<file path="src/design/mlo_pkg.sv">
// ----------------------------------------------------------------------------
// Mouse-look orientation package
// Widths, reset values, register indexes and the arctangent table shared by
// the mouse-look orientation block.
// ----------------------------------------------------------------------------
package mlo_pkg;

   localparam int CURSOR_W   = 16;
   localparam int DELTA_W    = 17;
   localparam int SENS_W     = 16;
   localparam int LIMIT_W    = 15;
   localparam int VEC_W      = 16;
   localparam int YAW_W      = 17;
   localparam int PITCH_W    = 16;
   localparam int MUL_W      = 17;
   localparam int PROD_W     = 2 * MUL_W;
   localparam int WRAP_W     = 31;
   localparam int XY_W       = 32;
   localparam int Z_W        = 26;
   localparam int ATAN_W     = 23;
   localparam int TABLE_LEN  = 20;
   localparam int STEP_W     = 5;
   localparam int REQ_DATA_W = 2 * CURSOR_W;
   localparam int RSP_BITS   = 3 * VEC_W + YAW_W + PITCH_W;
   localparam int RSP_DATA_W = ((RSP_BITS + 7) / 8) * 8;
   localparam int CSR_DATA_W = SENS_W;

   localparam int CORDIC_STEPS_DEFAULT = 14;

   localparam logic [STEP_W-1:0] WRAP_LAST_SHIFT = 5'd11;

   localparam logic [SENS_W-1:0]  SENS_RESET  = 16'd410;
   localparam logic [LIMIT_W-1:0] LIMIT_RESET = 15'd22784;

   localparam logic CSR_SENSITIVITY = 1'b0;
   localparam logic CSR_PITCH_LIMIT = 1'b1;

   localparam logic signed [XY_W-1:0]   CORDIC_GAIN  = 32'sd163008219;
   localparam logic signed [WRAP_W-1:0] YAW_SPAN     = 31'sd92160;
   localparam logic signed [WRAP_W-1:0] YAW_HALF     = 31'sd46080;
   localparam logic signed [Z_W-1:0]    HALF_TURN    = 26'sd11796480;
   localparam logic signed [Z_W-1:0]    QUARTER_TURN = 26'sd5898240;

   function automatic logic signed [ATAN_W-1:0] atan_deg(input logic [STEP_W-1:0] idx);
      logic signed [ATAN_W-1:0] a;
      case (idx)
         5'd0:    a = 23'sd2949120;
         5'd1:    a = 23'sd1740967;
         5'd2:    a = 23'sd919879;
         5'd3:    a = 23'sd466945;
         5'd4:    a = 23'sd234379;
         5'd5:    a = 23'sd117304;
         5'd6:    a = 23'sd58666;
         5'd7:    a = 23'sd29335;
         5'd8:    a = 23'sd14668;
         5'd9:    a = 23'sd7334;
         5'd10:   a = 23'sd3667;
         5'd11:   a = 23'sd1833;
         5'd12:   a = 23'sd917;
         5'd13:   a = 23'sd458;
         5'd14:   a = 23'sd229;
         5'd15:   a = 23'sd115;
         5'd16:   a = 23'sd57;
         5'd17:   a = 23'sd29;
         5'd18:   a = 23'sd14;
         5'd19:   a = 23'sd7;
         default: a = '0;
      endcase
      return a;
   endfunction

   function automatic logic signed [VEC_W-1:0] to_q14(input logic signed [XY_W-1:0] v);
      logic signed [XY_W-1:0] r;
      r = (v + 32'sd8192) >>> 14;
      if (r > 32'sd16384) begin
         r = 32'sd16384;
      end else if (r < -32'sd16384) begin
         r = -32'sd16384;
      end
      return VEC_W'(r);
   endfunction

endpackage

</file>
<file path="src/design/mouse_look_orientation.sv">
// ----------------------------------------------------------------------------
// Mouse-look orientation
// Turns cursor positions into yaw, clamped pitch and a unit view direction,
// using one shared multiplier, a wrap reducer and an iterative CORDIC.
// ----------------------------------------------------------------------------
//  channel  direction  fields (lowest bit first)
//  req      in         cursor_x, cursor_y
//  rsp      out        front_x, front_y, front_z, yaw_angle, pitch_angle
//  csr      in         sensitivity (index 0), pitch_limit (index 1)
//
// A new req transfer is taken only in the idle state, once the previous item
// has finished; each item makes two CORDIC passes through the shared rotation
// datapath after a twelve-step yaw reduction.
// Reset is synchronous and restores the register and accumulator defaults.
// A finished result waits in the output register and does not stop the next
// req transfer; only a second result waiting on a stalled rsp holds the work.
// ----------------------------------------------------------------------------
module mouse_look_orientation
   import mlo_pkg::*;
#(
   parameter int CORDIC_STEPS = CORDIC_STEPS_DEFAULT
) (
   input  logic                  clock,
   input  logic                  reset,
   input  logic                  req_tvalid,
   output logic                  req_tready,
   input  logic [REQ_DATA_W-1:0] req_tdata,   // cursor_x, cursor_y
   output logic                  rsp_tvalid,
   input  logic                  rsp_tready,
   output logic [RSP_DATA_W-1:0] rsp_tdata,   // front_x, front_y, front_z,
                                              // yaw_angle, pitch_angle, zero pad
   input  logic                  csr_wr_en,
   input  logic                  csr_index,
   input  logic [CSR_DATA_W-1:0] csr_wdata
);

   localparam int ITERS = (CORDIC_STEPS < TABLE_LEN) ? CORDIC_STEPS : TABLE_LEN;
   localparam logic [STEP_W-1:0] LAST_STEP = STEP_W'(ITERS - 1);

   typedef enum logic [3:0] {
      ST_IDLE,
      ST_MUL_X,
      ST_MUL_Y,
      ST_PITCH,
      ST_WRAP,
      ST_WRAP_FIX,
      ST_CORDIC_LOAD,
      ST_CORDIC_ITER,
      ST_CORDIC_DONE,
      ST_MUL_FX,
      ST_MUL_FZ,
      ST_FINISH
   } state_type;

   state_type                  state_ff, state_in;
   logic                       first_ff, first_in;
   logic signed [CURSOR_W-1:0] prev_x_ff, prev_x_in;
   logic signed [CURSOR_W-1:0] prev_y_ff, prev_y_in;
   logic signed [YAW_W-1:0]    yaw_acc_ff, yaw_acc_in;
   logic signed [PITCH_W-1:0]  pitch_acc_ff, pitch_acc_in;
   logic [SENS_W-1:0]          sens_ff, sens_in;
   logic [LIMIT_W-1:0]         limit_ff, limit_in;
   logic signed [DELTA_W-1:0]  dx_ff, dx_in;
   logic signed [DELTA_W-1:0]  dy_ff, dy_in;
   logic signed [PROD_W-1:0]   prod_ff, prod_in;
   logic signed [WRAP_W-1:0]   wrap_ff, wrap_in;
   logic [STEP_W-1:0]          step_ff, step_in;
   logic signed [XY_W-1:0]     x_ff, x_in;
   logic signed [XY_W-1:0]     y_ff, y_in;
   logic signed [Z_W-1:0]      z_ff, z_in;
   logic                       flip_ff, flip_in;
   logic                       pass_ff, pass_in;
   logic signed [VEC_W-1:0]    sin_yaw_ff, sin_yaw_in;
   logic signed [VEC_W-1:0]    cos_yaw_ff, cos_yaw_in;
   logic signed [VEC_W-1:0]    sin_pitch_ff, sin_pitch_in;
   logic signed [VEC_W-1:0]    cos_pitch_ff, cos_pitch_in;
   logic signed [VEC_W-1:0]    front_x_ff, front_x_in;
   logic                       rsp_valid_ff, rsp_valid_in;
   logic [RSP_DATA_W-1:0]      rsp_data_ff, rsp_data_in;

   logic signed [MUL_W-1:0]    mul_a;
   logic signed [MUL_W-1:0]    mul_b;
   logic signed [PROD_W-1:0]   product;
   logic signed [PROD_W-1:0]   move_full;
   logic signed [WRAP_W-1:0]   move_r;
   logic signed [PROD_W-1:0]   prod_q14;

   assign req_tready = (state_ff == ST_IDLE);
   assign rsp_tvalid = rsp_valid_ff;
   assign rsp_tdata  = rsp_data_ff;

   always_comb begin
      case (state_ff)
         ST_MUL_Y: begin
            mul_a = dy_ff;
            mul_b = $signed({1'b0, sens_ff});
         end
         ST_MUL_FX: begin
            mul_a = MUL_W'(cos_yaw_ff);
            mul_b = MUL_W'(cos_pitch_ff);
         end
         ST_MUL_FZ: begin
            mul_a = MUL_W'(sin_yaw_ff);
            mul_b = MUL_W'(cos_pitch_ff);
         end
         default: begin
            mul_a = dx_ff;
            mul_b = $signed({1'b0, sens_ff});
         end
      endcase
   end

   assign product   = mul_a * mul_b;
   assign move_full = (prod_ff + 34'sd8) >>> 4;
   assign move_r    = WRAP_W'(move_full);
   assign prod_q14  = (prod_ff + 34'sd8192) >>> 14;

   always_comb begin
      logic signed [CURSOR_W-1:0] cur_x;
      logic signed [CURSOR_W-1:0] cur_y;
      logic signed [WRAP_W-1:0]   pitch_sum;
      logic signed [WRAP_W-1:0]   lim_s;
      logic signed [WRAP_W-1:0]   span_k;
      logic signed [WRAP_W-1:0]   wrap_pos;
      logic signed [Z_W-1:0]      angle;
      logic signed [Z_W-1:0]      atan_z;
      logic signed [XY_W-1:0]     x_out;
      logic signed [XY_W-1:0]     y_out;

      cur_x     = $signed(req_tdata[CURSOR_W-1:0]);
      cur_y     = $signed(req_tdata[REQ_DATA_W-1:CURSOR_W]);
      pitch_sum = WRAP_W'(pitch_acc_ff) + move_r;
      lim_s     = $signed({{(WRAP_W - LIMIT_W){1'b0}}, limit_ff});
      span_k    = YAW_SPAN <<< step_ff;
      wrap_pos  = wrap_ff[WRAP_W-1] ? wrap_ff + YAW_SPAN : wrap_ff;
      angle     = pass_ff ? (Z_W'(pitch_acc_ff) <<< 8) : (Z_W'(yaw_acc_ff) <<< 8);
      atan_z    = Z_W'(atan_deg(step_ff));
      x_out     = flip_ff ? -x_ff : x_ff;
      y_out     = flip_ff ? -y_ff : y_ff;

      state_in     = state_ff;
      first_in     = first_ff;
      prev_x_in    = prev_x_ff;
      prev_y_in    = prev_y_ff;
      yaw_acc_in   = yaw_acc_ff;
      pitch_acc_in = pitch_acc_ff;
      sens_in      = sens_ff;
      limit_in     = limit_ff;
      dx_in        = dx_ff;
      dy_in        = dy_ff;
      prod_in      = prod_ff;
      wrap_in      = wrap_ff;
      step_in      = step_ff;
      x_in         = x_ff;
      y_in         = y_ff;
      z_in         = z_ff;
      flip_in      = flip_ff;
      pass_in      = pass_ff;
      sin_yaw_in   = sin_yaw_ff;
      cos_yaw_in   = cos_yaw_ff;
      sin_pitch_in = sin_pitch_ff;
      cos_pitch_in = cos_pitch_ff;
      front_x_in   = front_x_ff;
      rsp_valid_in = rsp_valid_ff && !rsp_tready;
      rsp_data_in  = rsp_data_ff;

      if (csr_wr_en) begin
         unique case (csr_index)
            CSR_SENSITIVITY: sens_in  = csr_wdata;
            CSR_PITCH_LIMIT: limit_in = csr_wdata[LIMIT_W-1:0];
            default:         sens_in  = sens_ff;
         endcase
      end

      unique case (state_ff)
         ST_IDLE: begin
            if (req_tvalid) begin
               if (first_ff) begin
                  dx_in = '0;
                  dy_in = '0;
               end else begin
                  dx_in = DELTA_W'(cur_x) - DELTA_W'(prev_x_ff);
                  dy_in = DELTA_W'(prev_y_ff) - DELTA_W'(cur_y);
               end
               prev_x_in = cur_x;
               prev_y_in = cur_y;
               first_in  = 1'b0;
               state_in  = ST_MUL_X;
            end
         end
         ST_MUL_X: begin
            prod_in  = product;
            state_in = ST_MUL_Y;
         end
         ST_MUL_Y: begin
            wrap_in  = WRAP_W'(yaw_acc_ff) + YAW_HALF + move_r;
            prod_in  = product;
            state_in = ST_PITCH;
         end
         ST_PITCH: begin
            if (pitch_sum > lim_s) begin
               pitch_acc_in = PITCH_W'(lim_s);
            end else if (pitch_sum < -lim_s) begin
               pitch_acc_in = PITCH_W'(-lim_s);
            end else begin
               pitch_acc_in = PITCH_W'(pitch_sum);
            end
            step_in  = WRAP_LAST_SHIFT;
            state_in = ST_WRAP;
         end
         ST_WRAP: begin
            if (wrap_ff >= span_k) begin
               wrap_in = wrap_ff - span_k;
            end else if (wrap_ff <= -span_k) begin
               wrap_in = wrap_ff + span_k;
            end
            if (step_ff == '0) begin
               state_in = ST_WRAP_FIX;
            end else begin
               step_in = step_ff - 1'b1;
            end
         end
         ST_WRAP_FIX: begin
            yaw_acc_in = YAW_W'(wrap_pos - YAW_HALF);
            pass_in    = 1'b0;
            state_in   = ST_CORDIC_LOAD;
         end
         ST_CORDIC_LOAD: begin
            if (angle > QUARTER_TURN) begin
               z_in    = angle - HALF_TURN;
               flip_in = 1'b1;
            end else if (angle < -QUARTER_TURN) begin
               z_in    = angle + HALF_TURN;
               flip_in = 1'b1;
            end else begin
               z_in    = angle;
               flip_in = 1'b0;
            end
            x_in     = CORDIC_GAIN;
            y_in     = '0;
            step_in  = '0;
            state_in = ST_CORDIC_ITER;
         end
         ST_CORDIC_ITER: begin
            if (!z_ff[Z_W-1]) begin
               x_in = x_ff - (y_ff >>> step_ff);
               y_in = y_ff + (x_ff >>> step_ff);
               z_in = z_ff - atan_z;
            end else begin
               x_in = x_ff + (y_ff >>> step_ff);
               y_in = y_ff - (x_ff >>> step_ff);
               z_in = z_ff + atan_z;
            end
            if (step_ff == LAST_STEP) begin
               state_in = ST_CORDIC_DONE;
            end else begin
               step_in = step_ff + 1'b1;
            end
         end
         ST_CORDIC_DONE: begin
            if (!pass_ff) begin
               cos_yaw_in = to_q14(x_out);
               sin_yaw_in = to_q14(y_out);
               pass_in    = 1'b1;
               state_in   = ST_CORDIC_LOAD;
            end else begin
               cos_pitch_in = to_q14(x_out);
               sin_pitch_in = to_q14(y_out);
               state_in     = ST_MUL_FX;
            end
         end
         ST_MUL_FX: begin
            prod_in  = product;
            state_in = ST_MUL_FZ;
         end
         ST_MUL_FZ: begin
            front_x_in = VEC_W'(prod_q14);
            prod_in    = product;
            state_in   = ST_FINISH;
         end
         ST_FINISH: begin
            if (!rsp_valid_ff || rsp_tready) begin
               rsp_data_in  = {{(RSP_DATA_W - RSP_BITS){1'b0}}, pitch_acc_ff, yaw_acc_ff,
                               VEC_W'(prod_q14), sin_pitch_ff, front_x_ff};
               rsp_valid_in = 1'b1;
               state_in     = ST_IDLE;
            end
         end
         default: state_in = ST_IDLE;
      endcase
   end

   always_ff @(posedge clock) begin
      dx_ff        <= dx_in;
      dy_ff        <= dy_in;
      prod_ff      <= prod_in;
      wrap_ff      <= wrap_in;
      step_ff      <= step_in;
      x_ff         <= x_in;
      y_ff         <= y_in;
      z_ff         <= z_in;
      flip_ff      <= flip_in;
      pass_ff      <= pass_in;
      sin_yaw_ff   <= sin_yaw_in;
      cos_yaw_ff   <= cos_yaw_in;
      sin_pitch_ff <= sin_pitch_in;
      cos_pitch_ff <= cos_pitch_in;
      front_x_ff   <= front_x_in;
      rsp_data_ff  <= rsp_data_in;
      if (reset) begin
         state_ff     <= ST_IDLE;
         first_ff     <= 1'b1;
         prev_x_ff    <= '0;
         prev_y_ff    <= '0;
         yaw_acc_ff   <= '0;
         pitch_acc_ff <= '0;
         sens_ff      <= SENS_RESET;
         limit_ff     <= LIMIT_RESET;
         rsp_valid_ff <= 1'b0;
      end else begin
         state_ff     <= state_in;
         first_ff     <= first_in;
         prev_x_ff    <= prev_x_in;
         prev_y_ff    <= prev_y_in;
         yaw_acc_ff   <= yaw_acc_in;
         pitch_acc_ff <= pitch_acc_in;
         sens_ff      <= sens_in;
         limit_ff     <= limit_in;
         rsp_valid_ff <= rsp_valid_in;
      end
   end

`ifndef SYNTH
   a_busy_after_transfer : assert property (@(posedge clock) disable iff (reset)
      req_tvalid && req_tready |=> !req_tready)
      else $error("block still ready in the cycle after a req transfer");

   a_yaw_wrapped : assert property (@(posedge clock) disable iff (reset)
      rsp_tvalid |-> ($signed(rsp_tdata[64:48]) >= -17'sd46080) &&
                     ($signed(rsp_tdata[64:48]) <= 17'sd46079))
      else $error("yaw angle outside the wrapped range");

   a_front_y_unit : assert property (@(posedge clock) disable iff (reset)
      rsp_tvalid |-> ($signed(rsp_tdata[31:16]) >= -16'sd16384) &&
                     ($signed(rsp_tdata[31:16]) <= 16'sd16384))
      else $error("front_y beyond unit magnitude");

   a_cordic_step_bound : assert property (@(posedge clock) disable iff (reset)
      state_ff == ST_CORDIC_ITER |-> step_ff <= LAST_STEP)
      else $error("rotation step counter ran past the last step");
`endif

endmodule

</file>
<file path="config.mk">
export PLATFORM = sky130hd
export DESIGN_NAME = mouse_look_orientation
export DESIGN_NICKNAME = d
export VERILOG_FILES = /design/src/design/mlo_pkg.sv /design/src/design/mouse_look_orientation.sv
export SDC_FILE = /design/constraint.sdc
export NUM_CORES = 2
export LEC_CHECK = 0
export ABC_CLOCK_PERIOD_IN_PS = 11800
export BUFFER_PORTS_ARGS = -buffer_cell sky130_fd_sc_hd__buf_2
export CORE_MARGIN = 2
export CORE_UTILIZATION = 56
export DETAILED_ROUTE_END_ITERATION = 8
export GPL_TIMING_DRIVEN = 0
export PLACE_DENSITY = 0.84
export SETUP_SLACK_MARGIN = 0.2
export SLEW_MARGIN = 20
export SYNTH_ARGS = -nofsm -noshare
export SYNTH_HDL_FRONTEND = slang
export SYNTH_SLANG_ARGS = --single-unit
</file>
<file path="constraint.sdc">
create_clock -name clock -period 11.8 [get_ports clock]
set_input_delay 0 -clock clock [delete_from_list [all_inputs] [get_ports clock]]
set_output_delay 0 -clock clock [all_outputs]
set_load 0.005 [all_outputs]
</file>
After elaboration in Yosys (flattened, before gate mapping)
Memory sizes are Yosys's and may differ from the RTL's. A register that Yosys moved wholly into a read port is not among the register bits.
Index checks and enable logic that the tools add are counted.
{"block": "classes", "n_addsub": 27, "n_mul": 1, "order_cmp": 10, "eq_ne": 19, "shift": 3, "mux": 37, "n_bitwise": 2, "n_reduce_logical": 21}
{"operator": "32-bit two-way mux", "count": 4}
{"operator": "32-bit one-hot mux with 2 select lines", "count": 2}
{"operator": "26-bit two-way mux", "count": 4}
{"operator": "16-bit two-way mux", "count": 6}
{"operator": "32-bit by 15-bit adder with 32-bit output (second input constant)", "count": 2}
{"operator": "32-bit adder", "count": 2}
{"operator": "32-bit negation", "count": 2}
{"operator": "32-bit by 5-bit >>> shifter with 32-bit output", "count": 2}
{"operator": "32-bit subtractor", "count": 2}
{"operator": "31-bit two-way mux", "count": 2}
{"operator": "31-bit one-hot mux with 2 select lines", "count": 1}
{"operator": "26-bit one-hot mux with 2 select lines", "count": 1}
{"operator": "17-bit one-hot mux with 3 select lines", "count": 1}
{"operator": "4-bit one-hot mux with 12 select lines", "count": 1}
{"operator": "18-bit by 16-bit > comparator with 1-bit output (second input constant)", "count": 2}
{"operator": "18-bit by 15-bit less-than comparator with 1-bit output (second input constant)", "count": 2}
{"operator": "34-bit by 5-bit adder with 34-bit output (second input constant)", "count": 1}
{"operator": "17-bit by 17-bit multiplier with 34-bit output", "count": 1}
{"operator": "17-bit two-way mux", "count": 2}
{"operator": "16-bit by 16-bit subtractor with 17-bit output", "count": 2}
{"operator": "16-bit by 30-bit adder with 31-bit output", "count": 1}
{"operator": "18-bit by 30-bit adder with 31-bit output", "count": 1}
{"operator": "31-bit adder", "count": 1}
{"operator": "31-bit greater-or-equal comparator", "count": 1}
{"operator": "other kinds (44)", "count": 74}
{"block": "word_totals", "ff_bits": 459, "rom_bits": 704, "in_bits": 54, "wordCells": 146, "n_memories": 1}
{"name": "(no name shown)", "depth": 32, "width": 22, "read_ports": 1, "rd_clocked_by_memory_dff": 1, "write_ports": 0, "line": "mlo_pkg.sv:46", "source": "case (idx)"}

Logic depth before layout (Yosys ltp)
{"block": "depth", "ltp_word": 6, "ltp_mapped": 36, "mapped_depth_nobuf": 33}

Least setup slack after synthesis
No wires, ideal clock.
{"block": "synth_path", "path_kind": "register to register", "from": "reg state_ff[0]", "to": "reg prod_ff[33] (data pin)", "setup_time_ns": 0.260, "arrival_time_ns": 8.501, "required_ns": 11.540, "setup_slack_ns": 3.039, "path_stages_with_launch": 33, "period_less_slack_ns": 8.761, "path_cell_list": "dfxtp_1 -> clkbuf_1 -> inv_1 -> nand2_1 -> nor2_1 -> nor2_1 -> clkbuf_1 -> clkbuf_1 -> clkbuf_1 -> mux2i_1 -> nor2_1 -> fa_1 -> inv_1 -> fa_1 -> inv_1 -> fa_1 -> fa_1 -> fa_1 -> inv_1 -> fa_1 -> inv_1 -> ha_1 -> a21o_1 -> a21o_1 -> a221o_1 -> a21oi_1 -> a21oi_1 -> o21bai_1 -> o21ai_0 -> o41a_1 -> a211o_1 -> a21oi_1 -> xnor2_1"}
{"block": "synth_via", "elab_chain_cells": 4, "word_cells_on_any_way": 7, "classes_between": "mul: 1; eq/ne: 3; mux: 2; reduce/logical: 1"}
{"element": "start: declaration", "line": "mouse_look_orientation.sv:55", "source": "state_type state_ff, state_in;"}
{"element": "start signal: assignment", "line": "mouse_look_orientation.sv:321", "source": "state_ff <= state_in;"}
{"element": "4-bit equality test", "line": "mouse_look_orientation.sv:93", "source": "case (state_ff)"}
{"element": "2-bit OR reduction (no line)"}
{"element": "17-bit two-way mux", "line": "mouse_look_orientation.sv:93"}
{"element": "17-bit by 17-bit multiplier with 34-bit output (*)", "line": "mouse_look_orientation.sv:113", "source": "assign product = mul_a * mul_b;"}
{"element": "net product[33]", "line": "mouse_look_orientation.sv:83", "source": "logic signed [PROD_W-1:0] product;"}
{"element": "end signal: assignment", "line": "mouse_look_orientation.sv:296", "source": "prod_ff <= prod_in;"}
{"element": "end: declaration", "line": "mouse_look_orientation.sv:65", "source": "logic signed [PROD_W-1:0] prod_ff, prod_in;"}
The timed path passes the listed nets; every way through them passes the cells marked *.
A chain may end at the register's enable or synchronous reset.

Final worst setup path
Same ends and word-level chain as after synthesis.

==> reports/qor.txt <==
Status: complete, no violations
RSZ-0062 raised after global routing: false
CP Capture Type: register
Critical Path AT: 11.26 ns
Worst R2R Start: state_ff[0]
CTS Sinks: 478
Commonest non-fill, non-tap cell in the layout: nand2_1
Vias in the first global route: 42582
Ranking of synthesized cells by area: edfxtp_1 21%, fa_1 12%, ha_1 11%
Reg-to-reg endpoint: prod_ff[33]
Rel. slew slack: 0.243
Hold Crit Start: req_tvalid
Setup WS pre-CTS: 1.16 ns
Mapped Area: 0.0502 mm2
Die height: 303 um
Maximum vdd drop: 0.424 mV
DP HPWL: 130000 um
Total Power: 13800 uW
Post-CTS setup buffer count: 0
Initial DRC count: 5146
Maxcap violations: 0
# rows: 109
Ports: 144
Initial core utilization: 0.566
TritonCTS buffer count: 56
Via density: 6.29
Filler Cells Inserted: 7304
Global-route wire length before repair: 248000 um
CP Data Required Time: 12.17 ns
Yosys top cell area share: 0.212
Layout cells sized above 1: 0.0794
Crit Path Category: reg2reg
Total congestion overflow: 0
CP max stage delay: 0.73 ns
Clock Path Buffers: 3
Cell at the slowest stage of the critical path: mux2i_1
Top_reg_cell synth: edfxtp_1
Final wirelength: 164000 um
Flops & latches, synth: 478
Post-route ant nets: 0
Synth area leader: edfxtp_1
Hold Path Class: in2reg
Core area: 0.0886 mm2
RD Place Congestion: 1.04
Worst hold path depth: 5
FMAX: 0.0918 GHz
Tmin final: 10.90 ns
Final setup viols: 0
Final #Nets: 6636
Post_cts resized: 0
Final Hold Viols: 0
Clock Skews: 0.0287 ns
Syn Inst Count: 5581
Worst-margin pin slew: 1.13 ns
Synth cell types: 105
CP dominant cell by count: fa_1
Most frequent cells in the layout: 576 x nand2_1, 561 x inv_1, 549 x nor2_1
Mean Syn Cell Area: 8.99 um2
Startpoint Class: register
Largest net degree at the start of global routing: 52
FF-to-FF path depth: 32
P&R area growth vs syn: 10.1%
Worst hold slack: 0.0389 ns
Global-route usage over all layers: 0.352
R2R Setup Slk: 0.90 ns
Sequential share of the synthesized area: 0.261
Yosys warns: 0
EDFF count, synth: 354
Max Transition Viols Final: 0
Pre-antenna DRT Iters: 9
CTS H-tree depth: 2
Die ar.: 0.0920 mm2
Reg clk slew, reported paths: 0.06 ns
Worst-path fanout max: 10
Final WS setup: 0.905 ns
Vias: 44444
Leak: 0.0238 uW
Initial antenna violation count: 7
Clk Latency, worst-skew pair: 0.65 ns
Async S/R FF share, synth: 0
IO Port Bufs: 135
Cell area power density: 250 mW/mm2
Root Driver: clkbuf_16
Die Width: 303 um
CTS tree: yes
Wire length per cell: 23.2 um
Hold endpoint: state_ff[0]
Period utilisation layout: 0.923
Setup TNS Final: 0 ns
# DRC: 0
==> per-layer routing <==
| layer | vias to the layer above | track usage | routed length (um) |
|---|---|---|---|
| met1 | 21471 | 0.478 | 66900 |
| met3 | 434 | 0.0850 | 18100 |
| li1 | 20049 | - | - |
| met2 | 2480 | 0.541 | 71200 |
| met4 | 10 | 0.147 | 7730 |
| met5 | - | 0 | 60 |
==> metrics by stage <==
stage,utilization,cells,cell area (um2)
2_1_floorplan,-,5587,50200
3_3_place_gp,0.590,6887,52300
3_5_place_dp,0.593,6895,52600
4_1_cts,0.623,7061,55200
5_1_grt,0.623,7062,55200
6_report,0.623,7063,55200
==> area by class of cell <==
class / instances / area [um2] / share of cell area
Inverter: 565 / 2120 / 0.0384
Multi-Input combinational cell: 4310 / 34000 / 0.616
Clock buffer: 66 / 1480 / 0.0268
Antenna cell: 1 / 2.50 / 0.0000453
Sequential cell: 478 / 13100 / 0.237
Buffer: 234 / 995 / 0.0180
Clock inverter: 39 / 556 / 0.0101
Tap cell: 1165 / 1460 / 0.0264
Timing Repair Buffer: 205 / 1470 / 0.0266
==> critical path, delay by kind of cell (launching register included) <==
kind                     cells  cell delay (ns)
AO/OA/AOI/OAI               10             2.44
XOR/XNOR                     1             0.10
adder cells (fa/ha/maj)      7             3.47
buffers and inverters        9             2.56
flip-flops                   1             0.32
multiplexers                 1             0.73
AND/OR/NAND/NOR              4             1.00
==> timing repair <==
action	CTS	global route
hold buffers	61	0
setup endpoints to repair	0	0
hold endpoints to repair	83	0
==> cell families after synthesis <==
| group | Yosys count | synth area share |
|---|---|---|
| buffers and inverters | 799 | 0.0620 |
| adder cells (fa/ha/maj) | 735 | 0.229 |
| XOR/XNOR | 411 | 0.0717 |
| AND/OR/NAND/NOR | 1785 | 0.165 |
| other | 1 | 0.0000747 |
| AO/OA/AOI/OAI | 1148 | 0.146 |
| multiplexers | 224 | 0.0650 |
| flip-flops | 478 | 0.261 |
==> report_power, final <==
group,internal [uW],switching [uW]
registers,2380,170
logic,3900,5440
clock network,1130,791
==> synthesized netlist by cell type, drive strengths merged, types with 58 or more instances <==
| cell type | instances |
|---|---|
| inv | 562 |
| nand2 | 578 |
| nand3 | 90 |
| xnor2 | 253 |
| mux4 | 75 |
| edfxtp | 354 |
| nand2b | 79 |
| a21oi | 356 |
| mux2i | 98 |
| and3 | 58 |
| clkbuf | 172 |
| ha | 427 |
| o21ai | 246 |
| a21o | 93 |
| xor2 | 158 |
| fa | 305 |
| nor3 | 125 |
| dfxtp | 124 |
| buf | 62 |
| nor2 | 551 |
==> worst max path at each step <==
stage                     start          end  slack (ns)
floorplan           state_ff[0]  prod_ff[33]        3.04
global placement    state_ff[0]  prod_ff[33]        1.34
detailed placement  state_ff[0]  prod_ff[33]        1.16
CTS                 state_ff[0]  prod_ff[33]        1.09
global route        state_ff[0]  prod_ff[33]        0.40
finish              state_ff[0]  prod_ff[33]        0.90
==> registers in the layout, summed over array words and instances, names as in the netlist, 16 cells and up, named ones only <==
register      cells
sens_ff          16
front_x_ff       16
sin_pitch_ff     16
sin_yaw_ff       16
dy_ff            17
rsp_tdata        81
dx_ff            17
y_ff             32
prev_x_ff        16
x_ff             32
prev_y_ff        16
cos_pitch_ff     16
cos_yaw_ff       16
wrap_ff          31
z_ff             26
prod_ff          31
yaw_acc_ff       17
pitch_acc_ff     16
(Power assumes the default switching activity.)
